[config.mk]
export PLATFORM = sky130hd
export DESIGN_NAME = circle_pair_collision_detect
export DESIGN_NICKNAME = d
export VERILOG_FILES = /design/src/rtl/cpcd_pkg.sv /design/src/rtl/cpcd_ctrl.sv /design/src/rtl/cpcd_dp.sv /design/src/rtl/circle_pair_collision_detect.sv
export SDC_FILE = /design/constraint.sdc
export NUM_CORES = 2
export LEC_CHECK = 0
export BUFFER_PORTS_ARGS = -buffer_cell sky130_fd_sc_hd__buf_2
export CORE_UTILIZATION = 28
export CTS_CLUSTER_DIAMETER = 120
export DETAILED_ROUTE_END_ITERATION = 7
export SETUP_SLACK_MARGIN = 0.05
export SYNTH_ARGS = -nofsm -noshare
export SYNTH_HDL_FRONTEND = slang
export SYNTH_SLANG_ARGS = --single-unit
[constraint.sdc]
create_clock -name clk -period 16.65 [get_ports clk]
set_input_delay 3.33 -clock clk [delete_from_list [all_inputs] [get_ports clk]]
set_output_delay 3.33 -clock clk [all_outputs]
set_load 0.05 [all_outputs]
[src/rtl/cpcd_pkg.sv]
// Shared types and constants for the circle pair collision detector.
// No dependencies; imported by the controller, datapath and top level.
package cpcd_pkg;

  localparam int POS_W     = 16;
  localparam int RAD_W     = 12;
  localparam int OBJ_IDX_W = 5;
  localparam int MASK_W    = 32;

  typedef enum logic [2:0] {
    ST_LOAD,
    ST_FETCH,
    ST_SWEEP,
    ST_DRAIN,
    ST_EMIT
  } cpcd_state_t;

  // Controller to datapath
  typedef struct packed {
    logic load;       // store one accepted object
    logic start_obj;  // clear hit mask, restart target counter
    logic issue_j;    // read next target into the pair pipeline
    logic next_obj;   // advance to the next tester object
    logic end_set;    // final result taken: clear count and overflow
  } cpcd_cmd_t;

  // Datapath to controller
  typedef struct packed {
    logic j_done;     // target being issued is the last loaded object
    logic last_obj;   // tester is the last loaded object
    logic pipe_busy;  // pair pipeline still holds tests in flight
  } cpcd_sts_t;

endpackage

[src/rtl/cpcd_ctrl.sv]
// Sequencing state machine for the circle pair collision detector.
// Depends on cpcd_pkg for the state, command and status types.
module cpcd_ctrl (
  input  logic               clk,
  input  logic               rst_n,
  input  logic               in_valid,
  input  logic               in_last_in,
  output logic               in_stall,
  output logic               out_valid,
  input  logic               out_stall,
  input  cpcd_pkg::cpcd_sts_t sts,
  output cpcd_pkg::cpcd_cmd_t cmd
);
  import cpcd_pkg::*;

  cpcd_state_t state_r;
  cpcd_state_t state_nxt;

  always_ff @(posedge clk) begin
    if (!rst_n) begin
      state_r <= ST_LOAD;
    end else begin
      state_r <= state_nxt;
    end
  end

  always_comb begin
    state_nxt = state_r;
    unique case (state_r)
      ST_LOAD: begin
        if (in_valid && in_last_in) begin
          state_nxt = ST_FETCH;
        end
      end
      ST_FETCH: begin
        state_nxt = ST_SWEEP;
      end
      ST_SWEEP: begin
        if (sts.j_done) begin
          state_nxt = ST_DRAIN;
        end
      end
      ST_DRAIN: begin
        if (!sts.pipe_busy) begin
          state_nxt = ST_EMIT;
        end
      end
      ST_EMIT: begin
        if (!out_stall) begin
          state_nxt = sts.last_obj ? ST_LOAD : ST_FETCH;
        end
      end
      default: begin
        state_nxt = ST_LOAD;
      end
    endcase
  end

  always_comb begin
    cmd       = '0;
    in_stall  = 1'b1;
    out_valid = 1'b0;
    unique case (state_r)
      ST_LOAD: begin
        in_stall = 1'b0;
        cmd.load = in_valid;
      end
      ST_FETCH: begin
        cmd.start_obj = 1'b1;
      end
      ST_SWEEP: begin
        cmd.issue_j = 1'b1;
      end
      ST_DRAIN: begin
        cmd = '0;
      end
      ST_EMIT: begin
        out_valid    = 1'b1;
        cmd.next_obj = !out_stall && !sts.last_obj;
        cmd.end_set  = !out_stall && sts.last_obj;
      end
      default: begin
        cmd = '0;
      end
    endcase
  end

endmodule

[src/rtl/cpcd_dp.sv]
// Object store, counters and pair test pipeline of the collision detector.
// Depends on cpcd_pkg for field widths and the command/status structs.
module cpcd_dp #(
  parameter int MAX_OBJECTS = 32
) (
  input  logic                             clk,
  input  logic                             rst_n,
  input  logic                             cfg_wr_en,
  input  logic                             cfg_wr_data,
  input  logic [cpcd_pkg::POS_W-1:0]       in_pos_x,
  input  logic [cpcd_pkg::POS_W-1:0]       in_pos_y,
  input  logic [cpcd_pkg::RAD_W-1:0]       in_radius,
  input  logic                             in_collidable,
  input  cpcd_pkg::cpcd_cmd_t              cmd,
  output cpcd_pkg::cpcd_sts_t              sts,
  output logic [cpcd_pkg::OBJ_IDX_W-1:0]   out_object_index,
  output logic [cpcd_pkg::MASK_W-1:0]      out_hit_mask,
  output logic                             out_overflow,
  output logic                             out_last_out
);
  import cpcd_pkg::*;

  localparam int IDX_W   = $clog2(MAX_OBJECTS);
  localparam int CNT_W   = $clog2(MAX_OBJECTS + 1);
  localparam int ENTRY_W = 2 * POS_W + RAD_W + 1;
  localparam int DIST_W  = 2 * POS_W + 1;
  localparam int RS_W    = RAD_W + 1;

  typedef struct packed {
    logic [POS_W-1:0] x;
    logic [POS_W-1:0] y;
    logic [RAD_W-1:0] r;
    logic             coll;
  } obj_t;

  logic [ENTRY_W-1:0] mem [MAX_OBJECTS];

  logic             filter_r;
  logic [CNT_W-1:0] count_r;
  logic             ovf_r;
  logic [IDX_W-1:0] i_r;
  logic [IDX_W-1:0] j_r;
  logic [CNT_W-1:0] last_pos;

  obj_t             rd_a_r;
  obj_t             rd_b_r;

  // pipeline: read -> differences -> squares -> compare
  logic             v0_r;
  logic             v1_r;
  logic             v2_r;
  logic [IDX_W-1:0] j0_r;
  logic [IDX_W-1:0] j1_r;
  logic [IDX_W-1:0] j2_r;
  logic             elig1_r;
  logic             elig2_r;
  logic [POS_W-1:0] dx_r;
  logic [POS_W-1:0] dy_r;
  logic [RS_W-1:0]  rs_r;
  logic [2*POS_W-1:0] dx2_r;
  logic [2*POS_W-1:0] dy2_r;
  logic [2*RS_W-1:0]  rs2_r;
  logic [MASK_W-1:0]  mask_r;

  logic [IDX_W+OBJ_IDX_W-1:0] i_ext;
  logic [IDX_W+OBJ_IDX_W:0]   j_ext;
  logic                       part_a;
  logic                       part_b;
  logic                       elig0;
  logic [DIST_W-1:0]          dist2;
  logic                       hit;

  assign last_pos = count_r - CNT_W'(1);

  always_ff @(posedge clk) begin
    if (!rst_n) begin
      filter_r <= 1'b0;
    end else if (cfg_wr_en) begin
      filter_r <= cfg_wr_data;
    end
  end

  always_ff @(posedge clk) begin
    if (cmd.load && (count_r < CNT_W'(MAX_OBJECTS))) begin
      mem[count_r[IDX_W-1:0]] <= {in_pos_x, in_pos_y, in_radius, in_collidable};
    end
    rd_a_r <= obj_t'(mem[i_r]);
    rd_b_r <= obj_t'(mem[j_r]);
  end

  always_ff @(posedge clk) begin
    if (!rst_n) begin
      count_r <= '0;
      ovf_r   <= 1'b0;
      i_r     <= '0;
      j_r     <= '0;
    end else begin
      if (cmd.load) begin
        if (count_r < CNT_W'(MAX_OBJECTS)) begin
          count_r <= count_r + CNT_W'(1);
        end else begin
          ovf_r <= 1'b1;
        end
      end
      if (cmd.start_obj) begin
        j_r <= '0;
      end else if (cmd.issue_j) begin
        j_r <= j_r + IDX_W'(1);
      end
      if (cmd.next_obj) begin
        i_r <= i_r + IDX_W'(1);
      end
      if (cmd.end_set) begin
        count_r <= '0;
        ovf_r   <= 1'b0;
        i_r     <= '0;
      end
    end
  end

  // Stage 1: eligibility, absolute differences and radius sum
  assign part_a = !filter_r || rd_a_r.coll;
  assign part_b = !filter_r || rd_b_r.coll;
  assign j_ext  = {{(OBJ_IDX_W + 1){1'b0}}, j0_r};
  assign elig0  = (j0_r != i_r) && part_a && part_b &&
                  (j_ext < (IDX_W + OBJ_IDX_W + 1)'(MASK_W));

  always_ff @(posedge clk) begin
    if (!rst_n) begin
      v0_r <= 1'b0;
      v1_r <= 1'b0;
      v2_r <= 1'b0;
    end else begin
      v0_r <= cmd.issue_j;
      v1_r <= v0_r;
      v2_r <= v1_r;
    end
  end

  always_ff @(posedge clk) begin
    j0_r    <= j_r;
    j1_r    <= j0_r;
    j2_r    <= j1_r;
    elig1_r <= elig0;
    elig2_r <= elig1_r;
    dx_r    <= (rd_a_r.x >= rd_b_r.x) ? rd_a_r.x - rd_b_r.x : rd_b_r.x - rd_a_r.x;
    dy_r    <= (rd_a_r.y >= rd_b_r.y) ? rd_a_r.y - rd_b_r.y : rd_b_r.y - rd_a_r.y;
    rs_r    <= {1'b0, rd_a_r.r} + {1'b0, rd_b_r.r};
    // Stage 2: squares
    dx2_r   <= dx_r * dx_r;
    dy2_r   <= dy_r * dy_r;
    rs2_r   <= rs_r * rs_r;
  end

  // Stage 3: compare and set the mask bit
  assign dist2 = {1'b0, dx2_r} + {1'b0, dy2_r};
  assign hit   = dist2 < DIST_W'(rs2_r);

  always_ff @(posedge clk) begin
    if (cmd.start_obj) begin
      mask_r <= '0;
    end else if (v2_r && elig2_r && hit) begin
      mask_r[j2_r[OBJ_IDX_W-1 < IDX_W-1 ? OBJ_IDX_W-1 : IDX_W-1:0]] <= 1'b1;
    end
  end

  assign sts.j_done    = ({1'b0, j_r} == (IDX_W + 1)'(last_pos));
  assign sts.last_obj  = ({1'b0, i_r} == (IDX_W + 1)'(last_pos));
  assign sts.pipe_busy = v0_r || v1_r || v2_r;

  assign i_ext            = {{OBJ_IDX_W{1'b0}}, i_r};
  assign out_object_index = i_ext[OBJ_IDX_W-1:0];
  assign out_hit_mask     = mask_r;
  assign out_overflow     = ovf_r;
  assign out_last_out     = sts.last_obj;

endmodule

[src/rtl/circle_pair_collision_detect.sv]
// Circle pair collision detector, top level. Loading takes one object per cycle.
// After the closing object, each object i in turn takes one store read, n pair tests
// (n loaded objects) through the single distance unit, a pipeline drain and the
// result transaction; loading resumes only after the last object's result.
// Synchronous active low reset clears the controller, object count, overflow flag
// and filter; the store is not cleared.
module circle_pair_collision_detect #(
  parameter int MAX_OBJECTS = 32
) (
  input  logic                           clk,
  input  logic                           rst_n,
  // input channel: one circle per transaction
  input  logic                           in_valid,
  output logic                           in_stall,
  input  logic [cpcd_pkg::POS_W-1:0]     in_pos_x,
  input  logic [cpcd_pkg::POS_W-1:0]     in_pos_y,
  input  logic [cpcd_pkg::RAD_W-1:0]     in_radius,
  input  logic                           in_collidable,
  input  logic                           in_last_in,
  // result channel: one hit mask per loaded object
  output logic                           out_valid,
  input  logic                           out_stall,
  output logic [cpcd_pkg::OBJ_IDX_W-1:0] out_object_index,
  output logic [cpcd_pkg::MASK_W-1:0]    out_hit_mask,
  output logic                           out_overflow,
  output logic                           out_last_out,
  // filter_by_kind register
  input  logic                           cfg_wr_en,
  input  logic                           cfg_wr_data
);
  import cpcd_pkg::*;

  cpcd_cmd_t cmd;
  cpcd_sts_t sts;

  // The controller walks the set: load objects until the closing transaction,
  // then for each tester fetch it, sweep every loaded target through the pair
  // pipeline, drain the pipeline and hold the result until it is taken.
  cpcd_ctrl u_ctrl (
    .clk        (clk),
    .rst_n      (rst_n),
    .in_valid   (in_valid),
    .in_last_in (in_last_in),
    .in_stall   (in_stall),
    .out_valid  (out_valid),
    .out_stall  (out_stall),
    .sts        (sts),
    .cmd        (cmd)
  );

  // The datapath keeps the object store (two read ports: tester and target),
  // the count and overflow flag, and the difference/square/compare pipeline
  // that builds the hit mask one target per cycle. Result fields come straight
  // from its registers, so they hold steady while the result is stalled.
  cpcd_dp #(
    .MAX_OBJECTS (MAX_OBJECTS)
  ) u_dp (
    .clk              (clk),
    .rst_n            (rst_n),
    .cfg_wr_en        (cfg_wr_en),
    .cfg_wr_data      (cfg_wr_data),
    .in_pos_x         (in_pos_x),
    .in_pos_y         (in_pos_y),
    .in_radius        (in_radius),
    .in_collidable    (in_collidable),
    .cmd              (cmd),
    .sts              (sts),
    .out_object_index (out_object_index),
    .out_hit_mask     (out_hit_mask),
    .out_overflow     (out_overflow),
    .out_last_out     (out_last_out)
  );

`ifndef SYNTHESIS
  // Loading and result delivery never overlap
  a_no_load_while_emit: assert property (@(posedge clk) disable iff (!rst_n)
    !(in_valid && !in_stall && out_valid))
    else $error("input transaction taken while a result is offered");

  // A result is only offered once every pair test has retired
  a_emit_after_drain: assert property (@(posedge clk) disable iff (!rst_n)
    out_valid |-> !sts.pipe_busy)
    else $error("result offered with pair tests still in flight");

  // Taking the final result of a set reopens the input channel
  a_reload_after_last: assert property (@(posedge clk) disable iff (!rst_n)
    (out_valid && !out_stall && out_last_out) |=> (!in_stall && !out_valid))
    else $error("input not reopened after final result");

  // Pair tests are only issued while input is closed
  a_sweep_excl_load: assert property (@(posedge clk) disable iff (!rst_n)
    cmd.issue_j |-> (in_stall && !cmd.load))
    else $error("pair sweep overlaps object loading");
`endif

endmodule
* After elaboration in Yosys (flattened, before gate mapping) *
Memory sizes are Yosys's and may differ from the RTL's. A register that Yosys moved wholly into a read port is not among the register bits.
Cells that the tools add are included.

cells by class
  add/subtract/negate cells = 10
  multipliers = 3
  order comparisons = 7
  eq/ne operators = 11
  muxes and demuxes = 18
  bitwise gates (word level) = 3
  reduce and logical (&&, ||, !) cells = 23

operators with widths
  kind                                                                number
  multiplier 16 x 16 -> 32 bit                                        2
  subtractor 16 bit                                                   4
  adder 32 x 32 -> 33 bit                                             1
  < comparator 33 x 26 -> 1 bit                                       1
  greater-or-equal comparator 16 bit                                  2
  two-way mux 16 bit                                                  2
  OR 32 bit                                                           1
  multiplier 13 x 13 -> 26 bit                                        1
  one-hot mux 3 bit (5 select lines)                                  1
  adder 12 x 12 -> 13 bit                                             1
  equality test 5 x 6 -> 1 bit                                        2
  < comparator 5 x 6 -> 1 bit (second input constant)                 2
  two-way mux 3 bit                                                   4
  adder 5 x 1 -> 5 bit (second input constant)                        2
  logical AND 1 bit                                                   10
  two-way mux 1 bit                                                   9
  adder 6 x 1 -> 6 bit (second input constant)                        1
  equality test 3 x 2 -> 1 bit (second input constant)                2
  < comparator 6 bit (second input constant)                          1
  inequality test 2 bit (second input constant)                       3
  subtractor 6 x 1 -> 6 bit (second input constant)                   1
  demux 1 bit (select 5 bit)                                          1
  greater-or-equal comparator 5 x 1 -> 1 bit (second input constant)  1
  inequality test 5 bit                                               1
  other kinds (11)                                                    19

word-level totals
  flip-flop bits (word level) = 208
  memory bits (writable) = 1440
  input port bits = 52
  output and inout port bits = 41
  logic and storage cells = 97
  memories = 1

memory list
  memory    words  bits a word  rd ports  clocked after Yosys merged registers in  wr ports  line           text
  u_dp.mem  32     45           2         2                                        1         cpcd_dp.sv:36  logic [ENTRY_W-1:0] mem [MAX_OBJECTS];

* Longest topological paths before layout *
  depth after elaboration = 6
  depth in mapped cells = 26

* Hierarchy *
A second synthesis with hierarchy kept.

second synthesis, totals
  cells, all modules = 6200
  area, all modules = 97387.2 sq um

by module, submodules not included
  module     instances  cells each  area each (sq um)  seq. area each (sq um)
  cpcd_dp    1          6170        97153.2            49087.1
  cpcd_ctrl  1          30          234.0              60.1

* Least setup slack after synthesis *
No wires, ideal clock.

  path kind = input to register
  start point = input in_valid
  end point = memory u_dp.mem[15][0] in the netlist's numbering (enable)
  setup time = 0.448 ns
  arrival = 5.938 ns
  slack = 10.264 ns
  cell stages on the path = 4
  path buffers = 0
  cell sequence = nand2_1 > nor2_1 > nand2_1 > nor2_1

between the ends
  cells in the longest elaborated chain, start to end = 4

ends and longest elaborated chain
  what                                     line                                text
  from (decl)                              circle_pair_collision_detect.sv:13  input logic in_valid,
  two-way mux 1 bit                        cpcd_ctrl.sv:63                     unique case (state_r)
  logical AND 1 bit                        cpcd_dp.sv:84                       if (cmd.load && (count_r < CNT_W'(MAX_OBJECTS))) begin
  two-way mux 1 bit                        cpcd_dp.sv:84
  two-way mux 1 bit (implied by the code)  cpcd_dp.sv:85                       mem[count_r[IDX_W-1:0]] <= {in_pos_x, in_pos_y, in_radius, in_collidable};
  to (decl)                                cpcd_dp.sv:36

No other way between the ends.

* Final worst setup path *
  start point = register u_dp.dx_r[6]
  end point = register u_dp.dx2_r[30]

between the ends
  cells in the longest elaborated chain, start to end = 1

ends and longest elaborated chain
  what                          line            text
  from (decl)                   cpcd_dp.sv:57   logic [POS_W-1:0] dx_r;
  from (signal assigned)        cpcd_dp.sv:146  dx_r <= (rd_a_r.x >= rd_b_r.x) ? rd_a_r.x - rd_b_r.x : rd_b_r.x - rd_a_r.x;
  multiplier 16 x 16 -> 32 bit  cpcd_dp.sv:150  dx2_r <= dx_r * dx_r;
  to (signal assigned)          cpcd_dp.sv:150
  to (decl)                     cpcd_dp.sv:60   logic [2*POS_W-1:0] dx2_r;

No other way between the ends.
A chain may end at the register's enable or synchronous reset.

==> run metrics <==
Worst Skew=0.121 ns; clock slew at reported path FFs=0.06 ns; Nets=7,075; Fillers=33,184; Slew HR=0.108; IO Pins=93; placed cells=10,560; Synth Register Bits=1,735; initial drt markers=5,421; Hold Path Class=reg -> reg; share of the synthesized area in the top cell type=0.445; DP HPWL=166 mm; Non-Filler Instances=10,892; CP delay by family, top=adder cells; mux cell area share after synthesis=0.222; area occupied by multi-input gates=0.0441 mm2; clock sinks=1,735; # hold bufs at CTS=0; simple-gate portion of the synthesized area=0.0406; Syn. warnings=0; worst reg2reg setup slack=9.82 ns; Setup Crit Path Kind=reg -> reg; reg2reg path depth=22; largest family of logic cells by synthesized area=multiplexers; Post-Synth Adder-Cell Area=0.140; crit-path cells=nand2_1 > fa_1 > fa_1 > inv_1 > ha_1 > inv_1 > fa_1 > inv_1 > fa_1 > inv_1 > fa_1 > inv_1 > ha_1 > nand4_1 > or3_1 > a31oi_1 > o21ai_0 > a311oi_1 > a221oi_1 > a21oi_1 > nand4_1 > o211ai_1; Avg Inst Size Synth=15.8 um2; dominant cells by area after synthesis=edfxtp_1 (45%), mux4_2 (21%), fa_1 (8.8%); Rows=215; synth-to-layout area growth=11.8%; hold path depth=0; GRT Overall Usage=0.148; Critical Path Fanout Max=17; final setup TNS=0 ns; post-CTS sizing=0; Post-synth EDFFs=1,440; Async S/R FF share, synth=0; R2R Path End=u_dp.dx2_r[30]$_DFF_P_; GPL Wtd Cong=0.828; Max clock buf depth=4; ANT nets after route=0; Critical R2R Launch=u_dp.dx_r[6]$_DFF_P_; vias post-DR=54,663; min-delay src=u_dp.elig1_r$_DFF_P_; clock root cell=clkbuf_16; top_reg_cell synth=edfxtp_1; Reg area=0.0492 mm2; unrepaired setup endpoints after global routing=false; Die ar.=0.349 mm2; post-CTS setup buffers=0; fmax=0.146 GHz; Clock Latency Late Sink=0.90 ns; cell with the most instances after synthesis=edfxtp_1; final slew viol count=0; Synth Cell Area=0.0971 mm2; Worst Setup Start Kind=register; Post-synth top cells=edfxtp_1 (1,440), mux4_2 (900), inv_1 (770); H-tree Lvls=4; Syn Nets=7,027; Final Critical Period=6.83 ns; DRC Markers=0; Yosys top cell by area=edfxtp_1; max-cap violations=0; die height=591 um; layout cells sized above 1=0.235; CTS tree=yes; final setup vio count=0; Critical Path Sink Type=register; Buf/Inv on CP=5; Total Wirelength=260 mm; initial antenna violation count=39; Crit path largest cell delay=0.81 ns; largest net degree at the start of global routing=122; vias in the first global route=57,274; first-pass GRT wire length=385 mm; Vias/cell=5.02; drt wl/cell=23.9 um; status=finished, final reports clean; CTS Buf Count=185; Final Hold Viols=0; Worst-Margin Slew=1.34 ns; synth unique cells=84; GR Overflow Total=0; cells after synthesis=6,142; DIE WIDTH=591 um; Req. time, crit path=17.34 ns; DRT Pass-1 Iters=5; Starting Density=0.282; Hold Path Sink=u_dp.elig2_r$_DFF_P_; CP arrival=7.52 ns; final worst path period share=0.410; Synth Area in XOR/XNOR=0.0167; quantity of I/O buffers inserted on ports=92; Core ar.=0.344 mm2; sequential fraction of the synthesis area=0.506; Compound-Gate Fraction of Synth Area=0.0325; critical path's slowest cell=dfxtp_1
[how the worst max path moves through the flow]
stage                                     from                    endpoint  slack (ns)  depth (start not counted)
after global placement                in_valid  u_dp.mem[24][31]$_DFFE_PP_        9.68                          6
after detailed placement              in_valid  u_dp.mem[24][42]$_DFFE_PP_        9.66                          6
after global routing      u_dp.dx_r[5]$_DFF_P_      u_dp.dx2_r[30]$_DFF_P_        9.43                         23
final                     u_dp.dx_r[6]$_DFF_P_      u_dp.dx2_r[30]$_DFF_P_        9.82                         22
after floorplan                       in_valid   u_dp.mem[15][0]$_DFFE_PP_       10.26                          4
after CTS                 u_dp.dx_r[6]$_DFF_P_      u_dp.dx2_r[30]$_DFF_P_        9.79                         22
[layer usage]
| layer | up-vias | global-route usage | wire length [um] |
|---|---|---|---|
| met2 | 2199 | 0.244 | 125000 |
| met1 | 28836 | 0.199 | 107000 |
| met4 | 14 | 0.0421 | 7750 |
| met5 | - | 0 | 90 |
| li1 | 23211 | - | - |
| met3 | 403 | 0.0271 | 20500 |
[cell type report]
class                   count  area share
flip-flops and latches   1735       0.453
clock buffers             231      0.0448
clock inverters            94     0.00658
multi-input cells        3332       0.406
well taps                4557      0.0525
diodes                      7    0.000161
inverters                 770      0.0266
repair buffers            166     0.00982
[cell families after synthesis]
family | count (synthesis)
muxes | 1012
DFF | 1735
adders and majority gates | 833
AOI/OAI and AO/OA | 494
buffers and inverters | 1075
xor gates and xnor gates | 185
and+or+nand+nor | 808
[flip-flops by register name, summed over array words and instances (netlist names), 3 cells and up]
register / cells
u_dp.dy_r: 16
u_ctrl.state_r: 3
u_dp.dy2_r: 31
u_dp.out_object_index: 5
u_dp.out_hit_mask: 32
u_dp.j2_r: 5
u_dp.rs2_r: 25
u_dp.dx_r: 16
u_dp.j1_r: 5
u_dp.dx2_r: 31
u_dp.count_r: 6
u_dp.mem: 1440
u_dp.j0_r: 5
u_dp.rd_a_r: 45
u_dp.j_r: 5
u_dp.rd_b_r: 45
u_dp.rs_r: 13
[stage by stage]
step                hold slack (ns)   util  worst slack (ns)  instance area [um2]
floorplan                     0.310      -             10.26                97100
detailed placement            0.315  0.299              9.66               103000
global placement              0.313  0.299              9.68               103000
global route                  0.338  0.315              9.43               109000
CTS                           0.329  0.315              9.79               109000
finish                        0.327  0.315              9.82               109000
[placed cells by master, fill, tap and decap left out, types with 8 or more instances in the layout]
master     instances
ha_1             406
nor2_1           137
dfxtp_4           10
dfxtp_1          285
a21oi_1          146
mux2i_1           16
o21bai_1          20
a211oi_1          14
fa_1             427
buf_4             70
a21o_1            84
and2_1           123
inv_1            770
or2_2             10
clkbuf_1          41
xnor2_1          120
clkinv_2          31
o211ai_1           9
nand4_1           25
clkbuf_16        186
edfxtp_1        1440
nand2b_1          25
nor3_1            27
o21ai_0           97
nand3_1           36
and3_1            16
mux2_2            96
a31oi_1           16
o21a_1            19
o21ai_1           11
clkinv_1          38
nor2_4            32
bufinv_16          8
buf_2             92
nor2b_1           37
xor2_1            65
mux4_2           900
nand2_1          291
[worst reg2reg max path: cells and delay by family, from the launching register on]
family,cells,cell delay (ns)
fa+ha+maj,7,3.07
compound gates,6,1.76
flops,1,0.81
buf+inv,5,0.25
simple gates,4,0.82
Power is left out: the tool's default activity adds up to more than one toggle a clock period on the data nets, which glitch-free logic cannot reach.
